[src/hw/rtl/gsvt_pkg.sv]
// ----------------------------------------------------------------------------
// GNSS satellite view table package
// Payload types, slot entry layout, constants and helpers.
// ----------------------------------------------------------------------------
package gsvt_pkg;

	localparam logic [6:0]  CAP99         = 7'd99;
	localparam logic [15:0] TALKER_GN     = 16'h474E;
	localparam logic [15:0] TALKER_NONE   = 16'h0000;
	localparam logic [19:0] LIFETIME_INIT = 20'd5000;

	typedef logic [19:0] lifetime_t;

	typedef struct packed {
		logic [15:0] talker_code;
		logic [3:0]  msg_number;
		logic [3:0]  msg_total;
		logic [6:0]  msg_tracked;
		logic [6:0]  msg_snr_peak;
		logic [6:0]  view_count;
		logic [47:0] time_ms;
	} in_item_t;

	typedef struct packed {
		logic [6:0] total_in_view;
		logic [6:0] total_tracked;
		logic [6:0] best_snr;
	} out_item_t;

	typedef struct packed {
		logic [15:0] talker;
		logic [47:0] expiry;
		logic [6:0]  in_view;
		logic [6:0]  run_tracked;
		logic [6:0]  run_snr;
		logic [6:0]  tracked;
		logic [6:0]  snr;
	} slot_entry_t;

	localparam int ENTRY_W = $bits(slot_entry_t);

	function automatic logic [6:0] cap99(input logic [7:0] v);
		return (v > {1'b0, CAP99}) ? CAP99 : v[6:0];
	endfunction

endpackage

[src/hw/rtl/gsvt_ram.sv]
// ----------------------------------------------------------------------------
// GSVT generic RAM
// One write port, one read port, registered read data.
// ----------------------------------------------------------------------------
module gsvt_ram #(
	parameter int WIDTH = 8,
	parameter int DEPTH = 8,
	parameter int AW    = (DEPTH > 1) ? $clog2(DEPTH) : 1
) (
	input  logic             clk,
	input  logic             wr_en,
	input  logic [AW-1:0]    wr_addr,
	input  logic [WIDTH-1:0] wr_data,
	input  logic             rd_en,
	input  logic [AW-1:0]    rd_addr,
	output logic [WIDTH-1:0] rd_data
);

	logic [WIDTH-1:0] mem_q [DEPTH];
	logic [WIDTH-1:0] rd_data_q;

	always_ff @(posedge clk) begin
		if (wr_en) begin
			mem_q[wr_addr] <= wr_data;
		end
		if (rd_en) begin
			rd_data_q <= mem_q[rd_addr];
		end
	end

	assign rd_data = rd_data_q;

endmodule

[src/hw/rtl/gnss_satellite_view_table.sv]
// ----------------------------------------------------------------------------
// GNSS satellite view table
// Per-talker GSV statistics held in a slot RAM, with totals over live slots.
// ----------------------------------------------------------------------------
// One item at a time. A sentence (nonzero talker) walks the slot RAM for a
// lookup, writes the updated slot back, walks the RAM again for the totals
// and then loads the result. A time-only item (talker zero) skips the lookup
// and write. Both walks go through the single read port of the slot RAM.
// in_ready returns the cycle after the result is loaded; a result that is not
// yet taken holds back only the loading of the next one. Valid bits stand in
// for clearing the RAM, so the block is ready right after reset. cfg_ready is
// always high; write the lifetime register only while no transaction is in
// progress.
module gnss_satellite_view_table #(
	parameter int SLOTS = 8
) (
	input  logic                clk,
	input  logic                arst_n,
	input  logic                in_valid,
	output logic                in_ready,
	input  gsvt_pkg::in_item_t  in_item,
	output logic                out_valid,
	input  logic                out_ready,
	output gsvt_pkg::out_item_t out_item,
	input  logic                cfg_valid,
	output logic                cfg_ready,
	input  gsvt_pkg::lifetime_t cfg_data
);

	localparam int IW = (SLOTS > 1) ? $clog2(SLOTS) : 1;
	localparam logic [IW-1:0] LAST_IDX = IW'(SLOTS - 1);

	typedef enum logic [4:0] {
		ST_IDLE  = 5'b00001,
		ST_SCAN  = 5'b00010,
		ST_WRITE = 5'b00100,
		ST_SUM   = 5'b01000,
		ST_OUT   = 5'b10000
	} state_t;

	state_t                state_q;
	gsvt_pkg::lifetime_t   lifetime_q;
	gsvt_pkg::in_item_t    item_q;
	logic [47:0]           exp_q;
	logic [SLOTS-1:0]      vld_q;
	logic                  issue_q;
	logic [IW-1:0]         cnt_q;
	logic                  rd_vld_s1;
	logic                  ent_vld_s1;
	logic [IW-1:0]         idx_s1;
	logic                  hit_q;
	logic                  free_q;
	logic [IW-1:0]         hit_idx_q;
	logic [IW-1:0]         free_idx_q;
	logic [IW-1:0]         soon_idx_q;
	logic [47:0]           soon_exp_q;
	gsvt_pkg::slot_entry_t hit_ent_q;
	logic                  gn_q;
	logic [6:0]            gn_view_q;
	logic [6:0]            gn_trk_q;
	logic [6:0]            gn_snr_q;
	logic [6:0]            sum_view_q;
	logic [6:0]            sum_trk_q;
	logic [6:0]            peak_q;
	logic                  out_valid_q;
	gsvt_pkg::out_item_t   out_q;

	logic [gsvt_pkg::ENTRY_W-1:0] ram_rd_data;
	gsvt_pkg::slot_entry_t        ent;
	gsvt_pkg::slot_entry_t        base;
	gsvt_pkg::slot_entry_t        upd;
	logic [IW-1:0]                sel_idx;
	logic [48:0]                  exp_sum;
	logic [47:0]                  exp_sat;
	logic                         ent_live;
	logic                         out_load;
	logic                         first_msg;
	logic                         commit;
	logic [6:0]                   run_trk;
	logic [6:0]                   run_snr;

	assign in_ready  = (state_q == ST_IDLE);
	assign cfg_ready = 1'b1;
	assign out_valid = out_valid_q;
	assign out_item  = out_q;
	assign out_load  = (state_q == ST_OUT) && (!out_valid_q || out_ready);

	// Saturating expiry for the accepted item.
	assign exp_sum = {1'b0, in_item.time_ms} + 49'(lifetime_q);
	assign exp_sat = exp_sum[48] ? '1 : exp_sum[47:0];

	// Entries never written read as all zeros.
	assign ent = ent_vld_s1 ? gsvt_pkg::slot_entry_t'(ram_rd_data) : '0;
	assign ent_live = (ent.talker != gsvt_pkg::TALKER_NONE) && (item_q.time_ms < ent.expiry);

	always_comb begin
		priority if (hit_q) begin
			sel_idx = hit_idx_q;
		end else if (free_q) begin
			sel_idx = free_idx_q;
		end else begin
			sel_idx = soon_idx_q;
		end
	end

	// Build the updated slot; a claimed slot starts from zero.
	always_comb begin
		base        = hit_q ? hit_ent_q : '0;
		first_msg   = (item_q.msg_number <= 4'd1);
		commit      = (item_q.msg_total == 4'd0) || (item_q.msg_number >= item_q.msg_total);
		run_trk     = first_msg ? 7'd0 : base.run_tracked;
		run_snr     = first_msg ? 7'd0 : base.run_snr;
		upd         = base;
		upd.talker  = item_q.talker_code;
		upd.expiry  = exp_q;
		upd.in_view = item_q.view_count;
		upd.run_tracked = gsvt_pkg::cap99({1'b0, run_trk} + {1'b0, item_q.msg_tracked});
		upd.run_snr = (item_q.msg_snr_peak > run_snr) ? item_q.msg_snr_peak : run_snr;
		if (commit) begin
			upd.tracked = upd.run_tracked;
			upd.snr     = upd.run_snr;
		end
	end

	gsvt_ram #(
		.WIDTH (gsvt_pkg::ENTRY_W),
		.DEPTH (SLOTS),
		.AW    (IW)
	) u_slot_ram (
		.clk     (clk),
		.wr_en   (state_q == ST_WRITE),
		.wr_addr (sel_idx),
		.wr_data (upd),
		.rd_en   (issue_q),
		.rd_addr (cnt_q),
		.rd_data (ram_rd_data)
	);

	// Control
	always_ff @(posedge clk or negedge arst_n) begin
		if (!arst_n) begin
			state_q     <= ST_IDLE;
			lifetime_q  <= gsvt_pkg::LIFETIME_INIT;
			vld_q       <= '0;
			issue_q     <= 1'b0;
			cnt_q       <= '0;
			rd_vld_s1   <= 1'b0;
			hit_q       <= 1'b0;
			free_q      <= 1'b0;
			gn_q        <= 1'b0;
			out_valid_q <= 1'b0;
		end else begin
			if (cfg_valid) begin
				lifetime_q <= cfg_data;
			end
			rd_vld_s1 <= issue_q;
			if (issue_q) begin
				cnt_q <= cnt_q + 1'b1;
				if (cnt_q == LAST_IDX) begin
					issue_q <= 1'b0;
				end
			end
			if (out_valid_q && out_ready && !out_load) begin
				out_valid_q <= 1'b0;
			end
			unique case (state_q)
				ST_IDLE: begin
					if (in_valid) begin
						state_q <= (in_item.talker_code != gsvt_pkg::TALKER_NONE) ?
							ST_SCAN : ST_SUM;
						issue_q <= 1'b1;
						cnt_q   <= '0;
						hit_q   <= 1'b0;
						free_q  <= 1'b0;
						gn_q    <= 1'b0;
					end
				end
				ST_SCAN: begin
					if (rd_vld_s1) begin
						if (!hit_q && ent.talker == item_q.talker_code) begin
							hit_q <= 1'b1;
						end
						if (!free_q && ent.talker == gsvt_pkg::TALKER_NONE) begin
							free_q <= 1'b1;
						end
						if (idx_s1 == LAST_IDX) begin
							state_q <= ST_WRITE;
						end
					end
				end
				ST_WRITE: begin
					vld_q[sel_idx] <= 1'b1;
					state_q        <= ST_SUM;
					issue_q        <= 1'b1;
					cnt_q          <= '0;
				end
				ST_SUM: begin
					if (rd_vld_s1) begin
						if (ent_live && ent.talker == gsvt_pkg::TALKER_GN) begin
							gn_q <= 1'b1;
						end
						if (idx_s1 == LAST_IDX) begin
							state_q <= ST_OUT;
						end
					end
				end
				ST_OUT: begin
					if (out_load) begin
						out_valid_q <= 1'b1;
						state_q     <= ST_IDLE;
					end
				end
				default: begin
					state_q <= ST_IDLE;
				end
			endcase
		end
	end

	// Datapath
	always_ff @(posedge clk) begin
		idx_s1     <= cnt_q;
		ent_vld_s1 <= vld_q[cnt_q];
		if (in_valid && in_ready) begin
			item_q     <= in_item;
			exp_q      <= exp_sat;
			sum_view_q <= '0;
			sum_trk_q  <= '0;
			peak_q     <= '0;
		end
		if (state_q == ST_SCAN && rd_vld_s1) begin
			if (!hit_q && ent.talker == item_q.talker_code) begin
				hit_idx_q <= idx_s1;
				hit_ent_q <= ent;
			end
			if (!free_q && ent.talker == gsvt_pkg::TALKER_NONE) begin
				free_idx_q <= idx_s1;
			end
			// Strict compare keeps the lowest index on a tie.
			if (idx_s1 == '0 || ent.expiry < soon_exp_q) begin
				soon_idx_q <= idx_s1;
				soon_exp_q <= ent.expiry;
			end
		end
		if (state_q == ST_SUM && rd_vld_s1 && ent_live) begin
			if (ent.talker == gsvt_pkg::TALKER_GN) begin
				gn_view_q <= ent.in_view;
				gn_trk_q  <= ent.tracked;
				gn_snr_q  <= ent.snr;
			end else begin
				sum_view_q <= gsvt_pkg::cap99({1'b0, sum_view_q} + {1'b0, ent.in_view});
				sum_trk_q  <= gsvt_pkg::cap99({1'b0, sum_trk_q} + {1'b0, ent.tracked});
				if (ent.snr > peak_q) begin
					peak_q <= ent.snr;
				end
			end
		end
		if (out_load) begin
			if (gn_q) begin
				out_q.total_in_view <= gsvt_pkg::cap99({1'b0, gn_view_q});
				out_q.total_tracked <= gsvt_pkg::cap99({1'b0, gn_trk_q});
				out_q.best_snr      <= gsvt_pkg::cap99({1'b0, gn_snr_q});
			end else begin
				out_q.total_in_view <= sum_view_q;
				out_q.total_tracked <= sum_trk_q;
				out_q.best_snr      <= gsvt_pkg::cap99({1'b0, peak_q});
			end
		end
	end

endmodule

[config.mk]
export PLATFORM = sky130hd
export DESIGN_NAME = gnss_satellite_view_table
export DESIGN_NICKNAME = d
export VERILOG_FILES = /design/src/hw/rtl/gsvt_pkg.sv /design/src/hw/rtl/gsvt_ram.sv /design/src/hw/rtl/gnss_satellite_view_table.sv
export SDC_FILE = /design/constraint.sdc
export NUM_CORES = 1
export LEC_CHECK = 0
export BUFFER_PORTS_ARGS = -buffer_cell sky130_fd_sc_hd__buf_4
export CORE_MARGIN = 2
export CORE_UTILIZATION = 23
export CTS_BUF_LIST = sky130_fd_sc_hd__clkbuf_8
export DETAILED_ROUTE_END_ITERATION = 7
export GPL_ROUTABILITY_DRIVEN = 0
export GPL_TIMING_DRIVEN = 0
export PLACE_DENSITY_LB_ADDON = 0.05
export REMOVE_ABC_BUFFERS = 1
export SYNTH_ARGS = -nofsm -noshare
export SYNTH_HDL_FRONTEND = slang
export SYNTH_SLANG_ARGS = --single-unit
[constraint.sdc]
create_clock -name clk -period 6.54 [get_ports clk]
set_input_delay 1.308 -clock clk [delete_from_list [all_inputs] [get_ports clk]]
set_output_delay 1.308 -clock clk [all_outputs]
set_load 0.1 [all_outputs]
# Word-level counts from Yosys, hierarchy flattened
# Memories as Yosys holds them, arrays and structs flattened. A register that Yosys moved wholly into a read port is not among the register bits.
# Index checks and enable logic that the tools add are counted.
dict set report word_totals {
  in_bits 118
  latch_bits 0
  romBits 0
  ram_bits 792
  regBits 335
  mem_count 1
  output_inout_bits 24
}
# memory words width read_ports rd_clocked_by_memory_dff write_ports line_no
set memory_table {}
lappend memory_table {u_slot_ram.mem_q 8 99 1 1 1 gsvt_ram.sv:19} ;# logic [WIDTH-1:0] mem_q [DEPTH];
dict set report op_classes {
  add_sub_neg 5
  bitwise 1
  order_cmp 16
  n_shift 0
  mux 60
  n_mul 0
  div 0
  n_eq_ne 18
  reduce_logical 34
}
# op n
set op_table {}
lappend op_table {{two-way mux 7 bit} 20}
lappend op_table {{two-way mux 99 bit} 1}
lappend op_table {{less-than comparator 48 bit} 2}
lappend op_table {{adder 48 x 20 -> 49 bit} 1}
lappend op_table {{nonzero test 16 bit} 2}
lappend op_table {{two-way mux 5 bit} 6}
lappend op_table {{> comparator 7 bit, second input constant} 4}
lappend op_table {{two-way mux 28 bit} 1}
lappend op_table {{one-hot mux 5 bit (5 select lines)} 1}
lappend op_table {{adder 7 x 7 -> 8 bit} 3}
lappend op_table {{> comparator 8 x 7 -> 1 bit, second input constant} 3}
lappend op_table {{two-way mux 21 bit} 1}
lappend op_table {{two-way mux 1 bit} 17}
lappend op_table {{== test 16 x 15 -> 1 bit, second input constant} 1}
lappend op_table {{== test 16 bit} 1}
lappend op_table {{zero test 16 bit} 1}
lappend op_table {{> comparator 7 bit} 2}
lappend op_table {{two-way mux 14 bit} 1}
lappend op_table {{inequality test 2 bit, second input constant} 7}
lappend op_table {{logical AND 1 bit} 12}
lappend op_table {{two-way mux 3 bit} 4}
lappend op_table {{AND reduction 4 bit} 3}
lappend op_table {{less-than comparator 3 x 4 -> 1 bit, second input constant} 2}
lappend op_table {{bitwise OR 8 bit} 1}
lappend op_table {{23 further kinds} 37}

# Depth between registers and ports, before layout
# Gate-level depths: netlist of run 1.
dict set report depth {
  ltp_word 8
  depth_mapped 14
}

# Modules after synthesis
# A second synthesis of run 1 with hierarchy kept.
dict set report unflattened {
  hier_cells 2850
  hier_area_um2 51132.8
}
# module cells_each instances area_each_um2
set modules_own_cells {}
lappend modules_own_cells {gsvt_ram 1256 1 33130.5}
lappend modules_own_cells {gnss_satellite_view_table 1594 1 18002.3}

# Least setup slack after synthesis of run 1
# No wires, ideal clock.
dict set report synth_timing {
  kind {register to register}
  start {register free_q}
  end {memory u_slot_ram.mem_q[0][0] (netlist name) (enable)}
  t_required_ns 5.981
  path_stages_with_launch 6
  arrival_time_ns 5.244
  path_buffers 1
  setup_slack_ns 0.736
  cell_sequence {dfrtp_1 -> clkbuf_1 -> mux2i_1 -> o21ai_0 -> or2_1 -> nor2_1}
}
dict set report synth_between {
  elab_chain_len 2
}
# item line_no
set synth_rtl {}
lappend synth_rtl {{start: declaration} gnss_satellite_view_table.sv:52} ;# logic free_q;
lappend synth_rtl {{start signal: assignment} gnss_satellite_view_table.sv:149} ;# free_q <= 1'b0;
lappend synth_rtl {{start signal: assignment} gnss_satellite_view_table.sv:174} ;# free_q <= 1'b0;
lappend synth_rtl {{start signal: assignment} gnss_satellite_view_table.sv:184} ;# free_q <= 1'b1;
lappend synth_rtl {{two-way mux 3 bit} gnss_satellite_view_table.sv:99} ;# end else if (free_q) begin
lappend synth_rtl {{two-way mux 3 bit} gnss_satellite_view_table.sv:97} ;# priority if (hit_q) begin
lappend synth_rtl {{end: declaration} gsvt_ram.sv:19}
# Every way passes these cells.

# Worst setup path after layout of run 1
dict set report layout_timing {
  start {register hit_q}
  end {memory u_slot_ram.mem_q[3][9] (netlist name), data pin}
}
dict set report layout_between {
  elab_chain_len 6
}
# item line_no
set layout_rtl {}
lappend layout_rtl {{start: declaration} gnss_satellite_view_table.sv:51} ;# logic hit_q;
lappend layout_rtl {{start signal: assignment} gnss_satellite_view_table.sv:148} ;# hit_q <= 1'b0;
lappend layout_rtl {{start signal: assignment} gnss_satellite_view_table.sv:173} ;# hit_q <= 1'b0;
lappend layout_rtl {{start signal: assignment} gnss_satellite_view_table.sv:181} ;# hit_q <= 1'b1;
lappend layout_rtl {{two-way mux 28 bit *} gnss_satellite_view_table.sv:108} ;# base = hit_q ? hit_ent_q : '0;
lappend layout_rtl {{two-way mux 7 bit} gnss_satellite_view_table.sv:111} ;# run_trk = first_msg ? 7'd0 : base.run_tracked;
lappend layout_rtl {{adder 7 x 7 -> 8 bit} gnss_satellite_view_table.sv:117} ;# upd.run_tracked = gsvt_pkg::cap99({1'b0, run_trk} + {1'b0, item_q.msg_tracked});
lappend layout_rtl {{> comparator 8 x 7 -> 1 bit} gsvt_pkg.sv:43} ;# return (v > {1'b0, CAP99}) ? CAP99 : v[6:0];
lappend layout_rtl {{two-way mux 7 bit} gsvt_pkg.sv:43}
lappend layout_rtl {{two-way mux 14 bit *} gnss_satellite_view_table.sv:119} ;# if (commit) begin
lappend layout_rtl {{via u_slot_ram.wr_data[9]} gsvt_ram.sv:13} ;# input logic [WIDTH-1:0] wr_data,
# Mark *: on every way through the listed nets, which the timed path passes. The rest lies on a longest branch.

==> flow_metrics.tcl, run 1 <==
set metrics [dict create \
    outcome "completed" \
    cts_root_buf "clkbuf_8" \
    antenna_found_initial 9 \
    ant_nets 0 \
    fin_worst_skew_ns 0.0461 \
    critPathLaunch "hit_q" \
    critPathKind "register to register" \
    reg2reg_to "u_slot_ram.mem_q[3][9]" \
    crit_path_max_fanout 25 \
    cts_tree "built" \
    r2r_cells 10 \
    wl_per_cell_microns 22.5 \
    p_total_w 0.0230 \
    fmax_mhz 193 \
    cap_violations 0 \
    clock_latency_ns 0.94 \
    clk_pin_slew_ns 0.06 \
    crit_arrival_ns 5.78 \
    start_kind "register" \
    worst_slack_ns 1.35 \
    setup.worst_path.end "u_slot_ram.mem_q[3][9]" \
    syn-cell-area_sq_um 50700 \
    start_util_pct 23.1 \
    clockBufferDepth 3 \
    post_synth_num_cell_types 83 \
    core.rowCount 172 \
    final_layout_size_suffix_gt1_share_pct 26.1 \
    tns_ns 0 \
    io_pins 142 \
    p_leak_nw 21.5 \
    setup_viol 0 \
    timing.slew.headroom_pct 20.3 \
    grt_pass1_vias 29800 \
    area_delta_synth_final_pct 21.1 \
    track_usage_pct 12.7 \
    drtIter0Drc 1641 \
    vias 27000 \
    cp-end-kind "register" \
    viasPerCell 4.28 \
    async_reset_ff_share_pct 3.43 \
    routed_wl_microns 142000 \
    ctsHoldBuffers 0 \
    drc 0 \
    grt_pass1_wl_microns 208000 \
    cts_resized 0 \
    fp.dieW_microns 473 \
    synth_seq_cells 1226 \
    syn_inst 2870 \
    period_share_pct 79.4 \
    drv_slew 0 \
    ys.flop_type "edfxtp_1" \
    ir_worst_vdd_v 0.000246 \
    cts_setup_buffers 0 \
    dieArea_sq_um 224000 \
    grt-ovfl-total 0 \
    numCtsBuffers 228 \
    synth_warnings 0 \
    dr.pass1.iters 5 \
    postLayoutCellArea_sq_um 61400 \
    place_ws_ns 0.686 \
    die-height_microns 473 \
    r2r_setup_slack_ns 1.35 \
    clock_sinks 1226 \
    hold_viol 0 \
    synth_edf_count 1159 \
    io_buffer_count 140 \
    syn_area_per_cell_sq_um 17.7 \
    core_sq_um 219000 \
    worstPathRequired_ns 7.13 \
    hold_class "primary input to asynchronous set/reset pin" \
    dp_hpwl_microns 91500 \
    ys_seq_area_share_pct 71.7 \
    htree_num_levels 4 \
    reg2reg_from "hit_q" \
    fin_util_pct 28.0 \
    grt_max_degree 74 \
    nNetsFinal 3513 \
    rsz0062_at_grt "no" \
    tightest_slew_ns 1.20 \
    placed_cell_area_sq_um 57000 \
    power_density_nw_per_um2 375 \
    fin_crit_ns 5.19 \
]
==> cells by family (layout without fill, tap and decap cells) <==
logic type               Yosys count  after routing  share of synthesized area, %
flip-flops                      1226           1226                          71.7
XOR/XNOR                          41             41                         0.708
AND/OR/NAND/NOR                  512            512                          5.02
AO/OA/AOI/OAI                    317            317                          4.16
adder cells (fa/ha/maj)          159            159                          3.98
multiplexers                     364            364                          12.4
buffers and inverters            250            809                          1.95
other                              1             10                       0.00740
==> cell usage in the layout, fill, tap and decap left out, types with 20 or more instances in the layout <==
| cell | synthesis | routed |
|---|---|---|
| nor3_1 | 23 | 23 |
| clkinv_2 | 0 | 34 |
| nand3_1 | 41 | 41 |
| buf_16 | 0 | 35 |
| clkbuf_8 | 0 | 245 |
| and2_1 | 42 | 42 |
| o21ai_1 | 28 | 28 |
| buf_4 | 1 | 147 |
| inv_1 | 155 | 223 |
| nor2_1 | 82 | 74 |
| nand2b_1 | 20 | 20 |
| mux2i_1 | 34 | 34 |
| dfrtp_1 | 36 | 31 |
| ha_1 | 155 | 155 |
| o21ai_0 | 43 | 43 |
| a21oi_1 | 74 | 74 |
| xor2_1 | 20 | 20 |
| clkinv_1 | 0 | 58 |
| nand2_1 | 188 | 185 |
| buf_12 | 0 | 43 |
| mux4_2 | 200 | 200 |
| a21o_1 | 37 | 37 |
| mux2_2 | 124 | 124 |
| nand4_1 | 21 | 21 |
| dfxtp_1 | 25 | 24 |
| edfxtp_1 | 1159 | 1159 |
| xnor2_1 | 21 | 21 |
==> report_power, final <==
part	switching (W)	total [W]	internal [W]
clock network	0.00335	0.00713	0.00379
logic	0.00278	0.00513	0.00235
registers	0.000679	0.0107	0.0101
total	0.00680	0.0230	0.0162
==> state kept, by name, summed over array words and instances, names as in the netlist, 5 cells and up <==
signal and flops:
u_slot_ram.mem_q 792, u_slot_ram.rd_data 99, item_q 93, exp_q 48, soon_exp_q 48, hit_ent_q 28
out_item 21, lifetime_q 20, vld_q 8, gn_snr_q 7, gn_trk_q 7, gn_view_q 7
peak_q 7, sum_trk_q 7, sum_view_q 7, state_q 5
==> area by class of cell <==
class	instances	area (sq um)
Fill cell	21800	158000
Inverter	157	597
Tap cell	2871	3590
Timing Repair Buffer	229	2980
Antenna cell	9	22.5
Clock buffer	245	3370
Multi-Input combinational cell	1394	13500
Clock inverter	178	993
Sequential cell	1226	36400
==> worst min-delay path by stage <==
stage / endpoint / from / slack, ns / cells after the start
2_1_floorplan: vld_q[2] / vld_q[2] / 0.43 / 1
3_3_place_gp: vld_q[6] / vld_q[6] / 0.44 / 1
3_5_place_dp: vld_q[4] / vld_q[4] / 0.45 / 1
4_1_cts: lifetime_q[18] / arst_n / 0.29 / 1
5_1_grt: lifetime_q[4] / arst_n / 0.33 / 1
6_report: lifetime_q[4] / arst_n / 0.41 / 1
==> per-layer routing <==
| metal | GRT usage (%) | part of all wire [%] | up-vias |
|---|---|---|---|
| li1 | - | - | 12100 |
| met1 | 16.9 | 46 | 14100 |
| met2 | 20.9 | 47 | 521 |
| met3 | 2.76 | 4.2 | 251 |
| met4 | 3.48 | 2.1 | 8 |
| met5 | 0 | 0.031 | - |
==> stage by stage <==
step | cells | hold WS (ns)
6_report | 6309 | 0.409
5_1_grt | 6307 | 0.328
4_1_cts | 6300 | 0.294
3_5_place_dp | 5877 | 0.449
3_3_place_gp | 5788 | 0.441
2_1_floorplan | 2777 | 0.428
==> critical path: stages (launching register included) <==
cell and delay (ns):
dfrtp_2 0.88, o31a_1 0.81, and2_1 0.29, ha_1 0.24, a21o_1 0.16, a21oi_1 0.33, o21bai_1 0.10, a2111oi_0 0.44
o21ai_1 0.39, and3_1 0.39, a211oi_1 0.79
==> Yosys cell counts, types with 24 or more instances <==
library cell | instances | share of area (%)
clkbuf_1 | 65 | 0.48
buf_2 | 24 | 0.24
nand3_1 | 41 | 0.40
and2_1 | 42 | 0.52
dfxtp_1 | 25 | 0.99
nand2_1 | 188 | 1.4
inv_1 | 155 | 1.1
o21ai_1 | 28 | 0.28
mux2_2 | 124 | 2.8
a21o_1 | 37 | 0.55
o21ai_0 | 43 | 0.42
ha_1 | 155 | 3.8
mux4_2 | 200 | 8.9
edfxtp_1 | 1159 | 69
mux2i_1 | 34 | 0.67
nor2_1 | 82 | 0.61
a21oi_1 | 74 | 0.73
dfrtp_1 | 36 | 1.8
No activity file was read; power rests on OpenSTA's default activity.
==> run 2: changes to the inputs <==
--- a/config.mk
+++ b/config.mk
@@ -5,6 +5,7 @@
 export SDC_FILE = /design/constraint.sdc
 export NUM_CORES = 1
 export LEC_CHECK = 0
+export ABC_AREA = 1
 export BUFFER_PORTS_ARGS = -buffer_cell sky130_fd_sc_hd__buf_4
 export CORE_MARGIN = 2
 export CORE_UTILIZATION = 23
==> constraint.sdc (replaced) <==
create_clock -name clk -period 4.3 [get_ports clk]
set_input_delay 0.86 -clock clk [delete_from_list [all_inputs] [get_ports clk]]
set_output_delay 0.86 -clock clk [all_outputs]
set_load 0.1 [all_outputs]
==> run 2 against run 1 <==
Sequential power increased by 55%; cell count increased by 27%; sequential share of layout area shrank 1.8 points; maximum frequency increased by 30%; cell area rose by 3.0%; clock skew up 0.020 ns; die area is 3.1% higher; first-iteration DRC count is 12% higher; critical endpoint is now u_slot_ram.mem_q[2][2]; largest power group unchanged.
==> flow_metrics.tcl, run 2 <==
set metrics [dict create \
    synth_top_area_share_pct 66.6 \
    hold_class "primary input to register" \
    cts_tree "built" \
    io_buffer_count 140 \
    outcome "completed" \
    area_delta_synth_final_pct 21.0 \
    rsz0062_at_grt "yes" \
    crit_path_max_fanout 22 \
    clk_pin_slew_ns 0.06 \
    slowest_delay_ns 0.67 \
    syn_inst 4462 \
    post_synth_num_cell_types 55 \
    synth_area_leaders "edfxtp_1 (67%), nor2_1 (6.0%), o21ai_0 (4.5%)" \
    core.rowCount 175 \
    period_share_pct 93.2 \
    antenna_found_initial 8 \
    fin_util_pct 27.9 \
    nNetsFinal 5066 \
    tightest_slew_ns 1.06 \
    synth_warnings 0 \
    reg2reg_to "u_slot_ram.mem_q[2][2]" \
    cts_root_buf "clkbuf_8" \
    critPathBufInv 1 \
    setup_viol 0 \
    holdCritStartpoint "cfg_data[19]" \
    ys_seq_area_share_pct 69.5 \
    core_sq_um 227000 \
    drtIter0Drc 1840 \
    place_ws_ns -1.53 \
    critical-path-top-delay-family "simple AND/OR/NAND/NOR gates" \
    clockBufferDepth 3 \
    vias 34200 \
    r2r_setup_slack_ns 0.29 \
    clock_sinks 1226 \
    dp_hpwl_microns 105000 \
    cap_violations 0 \
    fin_crit_ns 4.01 \
    numCtsBuffers 228 \
    dr.pass1.iters 5 \
    grt-ovfl-total 0 \
    r2r_cells 13 \
    syn_area_per_cell_sq_um 11.7 \
    hold_viol 0 \
    htree_num_levels 4 \
    final_layout_size_suffix_gt1_share_pct 12.0 \
    p_leak_nw 23.4 \
    dieArea_sq_um 231000 \
    start_util_pct 23.1 \
    final_cell_mix "edfxtp_1 (1159), nor2_1 (823), nand2_1 (563)" \
    synth_seq_cells 1226 \
    async_reset_ff_share_pct 3.43 \
    worst_slack_ns 0.290 \
    slowest_stage "dfrtp_4" \
    io_pins 142 \
    cp.depth 13 \
    grt_pass1_vias 35000 \
    p_total_w 0.0391 \
    routed_wl_microns 169000 \
    track_usage_pct 14.5 \
    grt_pass1_wl_microns 246000 \
    synth_edf_count 1159 \
    largest-register "u_slot_ram.mem_q" \
    fin_worst_skew_ns 0.0663 \
    cp_common_cell "nand2_1" \
    largest_reg_flops 792 \
    worstPathRequired_ns 5.01 \
    drc 0 \
    ir_worst_vdd_v 0.000596 \
    cp-end-kind "register" \
    wl_per_cell_microns 21.1 \
    grt_max_degree 141 \
    synth_most_common_cell "edfxtp_1" \
    die-height_microns 481 \
    min_path_cells 2 \
    power_density_nw_per_um2 618 \
    final_common_cell "edfxtp_1" \
    yosys.area.top_type "edfxtp_1" \
    critPathKind "register to register" \
    synth_common_cells "edfxtp_1 (1159), nor2_1 (833), nand2_1 (564)" \
    clock_latency_ns 0.97 \
    fmax_mhz 249 \
    crit_chain "inv_1 > nor2_2 > nand2_1 > ha_1 > a21oi_1 > o21ai_0 > nand2_1 > o211ai_1 > nand2_2 > nor2_1 > a21oi_2 > nand2_1 > nand2_1" \
    timing.slew.headroom_pct 29.3 \
    reg2reg_from "hit_q" \
    ys.flop_type "edfxtp_1" \
    start_kind "register" \
    ant_nets 0 \
    nFillCells 23600 \
    syn-cell-area_sq_um 52300 \
    hold_end "lifetime_q[19]" \
    crit_arrival_ns 4.72 \
    viasPerCell 4.28 \
    fp.dieW_microns 481 \
    drv_slew 0 \
]
[run 2: cell count changes in the layout (fill, tap and decap cells not counted), sizes merged, moves of 40 or more]
cell and delta:
nor2 +754, mux4 -200, inv +198, mux2 -111, and2 -40, nand2 +378, nand3 +90, o22ai +95
dlygate4sd3 +61, a31oi +95, o21ai +414, a21oi +42
[run 2: cell type report]
class | instances | area [sq um] | area share [%]
flip-flops and latches | 1226 | 36400 | 57.5
multi-input cells | 2713 | 14000 | 22.2
well taps | 3009 | 3760 | 5.95
repair buffers | 287 | 3660 | 5.79
clock buffers | 231 | 3180 | 5.02
inverters | 333 | 1280 | 2.02
clock inverters | 193 | 958 | 1.51
diodes | 8 | 20.0 | 0.0316
[run 2: how the worst max path moves through the flow]
| stage | start | endpoint | slack [ns] |
|---|---|---|---|
| 6_report | hit_q | u_slot_ram.mem_q[2][2] | 0.29 |
| 3_3_place_gp | cnt_q[0] | u_slot_ram.rd_data[83] | -51.41 |
| 4_1_cts | ent_vld_s1 | soon_exp_q[34] | 0.01 |
| 2_1_floorplan | cnt_q[0] | u_slot_ram.rd_data[0] | -12.37 |
| 5_1_grt | hit_q | u_slot_ram.mem_q[2][2] | -0.12 |
| 3_5_place_dp | hit_q | u_slot_ram.mem_q[4][6] | -1.53 |
[run 2: cells by family after synthesis]
logic type,count (synthesis),share of synthesized area [%]
compound gates,851,8.89
buf+inv,523,3.91
xor+xnor,35,0.586
simple gates,1648,12.8
fa+ha+maj,159,3.86
other cells,1,0.00717
mux,19,0.409
flops,1226,69.5
[run 2: what timing repair did]
item                                    4_1_cts  5_1_grt
hold buffers                                 61        0
pin swaps                                     0        0
endpoints found under the setup margin      246       81
resized for setup                            15        1
buffers inserted                              0        1
hold endpoints to repair                     96        0
[run 2: per-layer routing]
| metal | routed length [microns] | track usage, % |
|---|---|---|
| met1 | 83600 | 20.5 |
| met4 | 3550 | 3.89 |
| met2 | 75200 | 22.6 |
| met3 | 6410 | 2.58 |
| met5 | 13 | 0 |
[run 2: power by group]
| part | leakage, nW | switching [W] | total [W] | internal (W) |
|---|---|---|---|---|
| logic | 9.60 | 0.00836 | 0.0120 | 0.00368 |
| registers | 11.3 | 0.000944 | 0.0166 | 0.0156 |
| clock network | 2.45 | 0.00527 | 0.0105 | 0.00524 |
| total | 23.4 | 0.0146 | 0.0391 | 0.0245 |
[run 2: metrics by stage]
stage | TNS (ns) | cells | hold slack [ns] | instance area (sq um)
global placement | - | 7421 | 0.390 | 56300
detailed placement | -126.62 | 7505 | 0.448 | 58400
finish | 0 | 8000 | 0.134 | 63300
CTS | 0 | 7990 | 0.00131 | 63200
floorplan | -2939.48 | 4272 | 0.373 | 51500
global route | -2.68 | 7999 | 0.0173 | 63300
==> run 3: changes to the inputs <==
--- a/config.mk
+++ b/config.mk
@@ -8,10 +8,10 @@
 export ABC_AREA = 1
 export BUFFER_PORTS_ARGS = -buffer_cell sky130_fd_sc_hd__buf_4
 export CORE_MARGIN = 2
-export CORE_UTILIZATION = 23
+export CORE_UTILIZATION = 34
 export CTS_BUF_LIST = sky130_fd_sc_hd__clkbuf_8
 export DETAILED_ROUTE_END_ITERATION = 7
-export GPL_ROUTABILITY_DRIVEN = 0
+export GPL_ROUTABILITY_DRIVEN = 1
 export GPL_TIMING_DRIVEN = 0
 export PLACE_DENSITY_LB_ADDON = 0.05
 export REMOVE_ABC_BUFFERS = 1
==> run 3 against run 2 <==
Global-route usage increased by 4.4 points; critical path depth is 2 lower; register-to-register slack gained 0.02 ns; sequential power is essentially flat; first-iteration DRC count up 8.7%; sequential cell count did not move; highest routed layer unchanged; die area is 32% lower; clock skew decreased by 0.022 ns; worst setup slack improved by 0.022 ns; cell area fell by 3.4%; maximum frequency increased by 0.56%; count of clock-buffer cells in the layout grew 6.
==> flow_metrics.tcl, run 3 (synthesis results as in run 2) <==
set metrics [dict create \
    outcome "completed" \
    drv_slew 0 \
    setup_viol 0 \
    io_buffer_count 140 \
    final_common_cell "edfxtp_1" \
    final_cell_mix "edfxtp_1 (1159), nor2_1 (823), nand2_1 (563)" \
    critPathKind "register to register" \
    crit_path_max_fanout 31 \
    grt_pass1_vias 34000 \
    crit_chain "buf_16 > buf_12 > nand2_1 > ha_1 > nand2_1 > o21ai_0 > nor2_1 > a21oi_1 > nor2_4 > nand3_2 > nor2_4" \
    area_delta_synth_final_pct 16.9 \
    largest_reg_flops 792 \
    dieArea_sq_um 157000 \
    cap_violations 0 \
    routed_wl_microns 148000 \
    multiInputGateArea_sq_um 14000 \
    tightest_slew_ns 1.03 \
    wl_per_cell_microns 21.4 \
    cts_root_buf "clkbuf_8" \
    clockBufferDepth 3 \
    dp_hpwl_microns 90600 \
    p_leak_nw 23.0 \
    fin_worst_skew_ns 0.0448 \
    place_ws_ns -0.908 \
    grt_pass1_wl_microns 221000 \
    timing.slew.headroom_pct 31.6 \
    switching_share_pct 35.7 \
    p_total_w 0.0383 \
    largest-register "u_slot_ram.mem_q" \
    hold_viol 0 \
    numCtsBuffers 215 \
    p_clk_share_pct 26.8 \
    crit_arrival_ns 4.49 \
    seqPwrFrac_pct 43.5 \
    clock_latency_ns 0.90 \
    vias 34000 \
    fmax_mhz 251 \
    dr.pass1.iters 6 \
    worstPathRequired_ns 4.80 \
    ir_worst_vdd_v 0.000533 \
    slowest_delay_ns 0.71 \
    p_comb_share_pct 29.7 \
    worst_slack_ns 0.313 \
    slowest_stage "dfxtp_4" \
    clock_sinks 1226 \
    htree_num_levels 4 \
    drc 0 \
    final_layout_size_suffix_gt1_share_pct 11.7 \
    antenna_found_initial 5 \
    io_pins 142 \
    finalWeightedCongestion 0.865 \
    drtIter0Drc 2000 \
    cts_tree "built" \
    nNetsFinal 4986 \
    fp.dieW_microns 396 \
    track_usage_pct 18.8 \
    start_kind "register" \
    grt_max_degree 150 \
    fin_crit_ns 3.99 \
    seqCellArea_sq_um 36400 \
    viasPerCell 4.91 \
    ant_nets 0 \
    nFillCells 14600 \
    core.rowCount 143 \
    intPower_w 0.0246 \
    clk_pin_slew_ns 0.06 \
    start_util_pct 34.3 \
    power_density_nw_per_um2 626 \
    period_share_pct 92.7 \
    die-height_microns 396 \
    rsz0062_at_grt "no" \
    cp-end-kind "register" \
    grt-ovfl-total 0 \
    core_sq_um 152000 \
    hold_class "primary input to register" \
    p_switching_w 0.0137 \
]
[run 3: final cells by class]
type / count / area share, %
timing repair buffer: 219 / 4.58
tap: 2030 / 4.16
clock buffer: 237 / 5.34
antenna: 3 / 0.0123
clock inverter: 164 / 1.36
multi-input combinational: 2714 / 22.9
inverter: 333 / 2.09
sequential: 1226 / 59.5
[run 3: final timing paths]
check                                  from            end  slack (ns)  cells past startpoint
worst max-delay path             ent_vld_s1    gn_trk_q[2]        0.31                     11
worst min-delay path            in_item[50]     item_q[50]        0.14                      1
worst max register to register   ent_vld_s1    gn_trk_q[2]        0.31                     11
worst min register to register     vld_q[6]       vld_q[6]        0.47                      2
max in group asynchronous            arst_n          hit_q        3.15                      2
min in group asynchronous            arst_n  lifetime_q[0]        0.56                      2
[run 3: per-stage QoR]
stage	setup TNS [ns]	util [%]	instances	hold WS (ns)	cell area, sq um
2_1_floorplan	-2939.48	-	4272	0.373	51500
3_3_place_gp	-	36.2	6442	0.387	55100
3_5_place_dp	-78.56	37.4	6516	0.453	56900
4_1_cts	0	40.1	6923	0.0215	61100
5_1_grt	0	40.1	6924	0.0628	61100
6_report	0	40.1	6926	0.143	61100
[run 3: timing repair]
item                       in CTS  in global routing
gates cloned                    1                  0
hold buffers                    1                  0
gates resized for setup        11                  4
hold endpoints to repair       36                  0
setup buffers                   4                  0
setup endpoints to repair     239                 64
pin swaps                       1                  0
[run 3: critical path, delay by kind of cell, from the launching register on]
| family | cells | cell delay (ns) |
|---|---|---|
| and+or+nand+nor | 6 | 1.62 |
| DFF | 1 | 0.71 |
| buffers and inverters | 2 | 0.56 |
| AOI/OAI and AO/OA | 2 | 0.29 |
| adders and majority gates | 1 | 0.33 |
[run 3: power groups by stage]
stage | clock (W) | sequential [W] | combinational [W]
after global placement | 0 | 0.0177 | 0.00773
after global routing | 0.0111 | 0.0168 | 0.0129
after detailed placement | 0 | 0.0169 | 0.0115
after floorplan | 0 | 0.0170 | 0.00655
final | 0.0103 | 0.0167 | 0.0114
after CTS | 0.0106 | 0.0167 | 0.0116
[run 3: layer usage]
metal  track usage [%]  vias up  part of all wire, %
met4              5.20       10                  2.2
met1              25.8    16700                   47
met2              30.7      646                   47
met3              3.28      256                  4.0
met5                 0        -                0.055
li1                  -    16300                    -
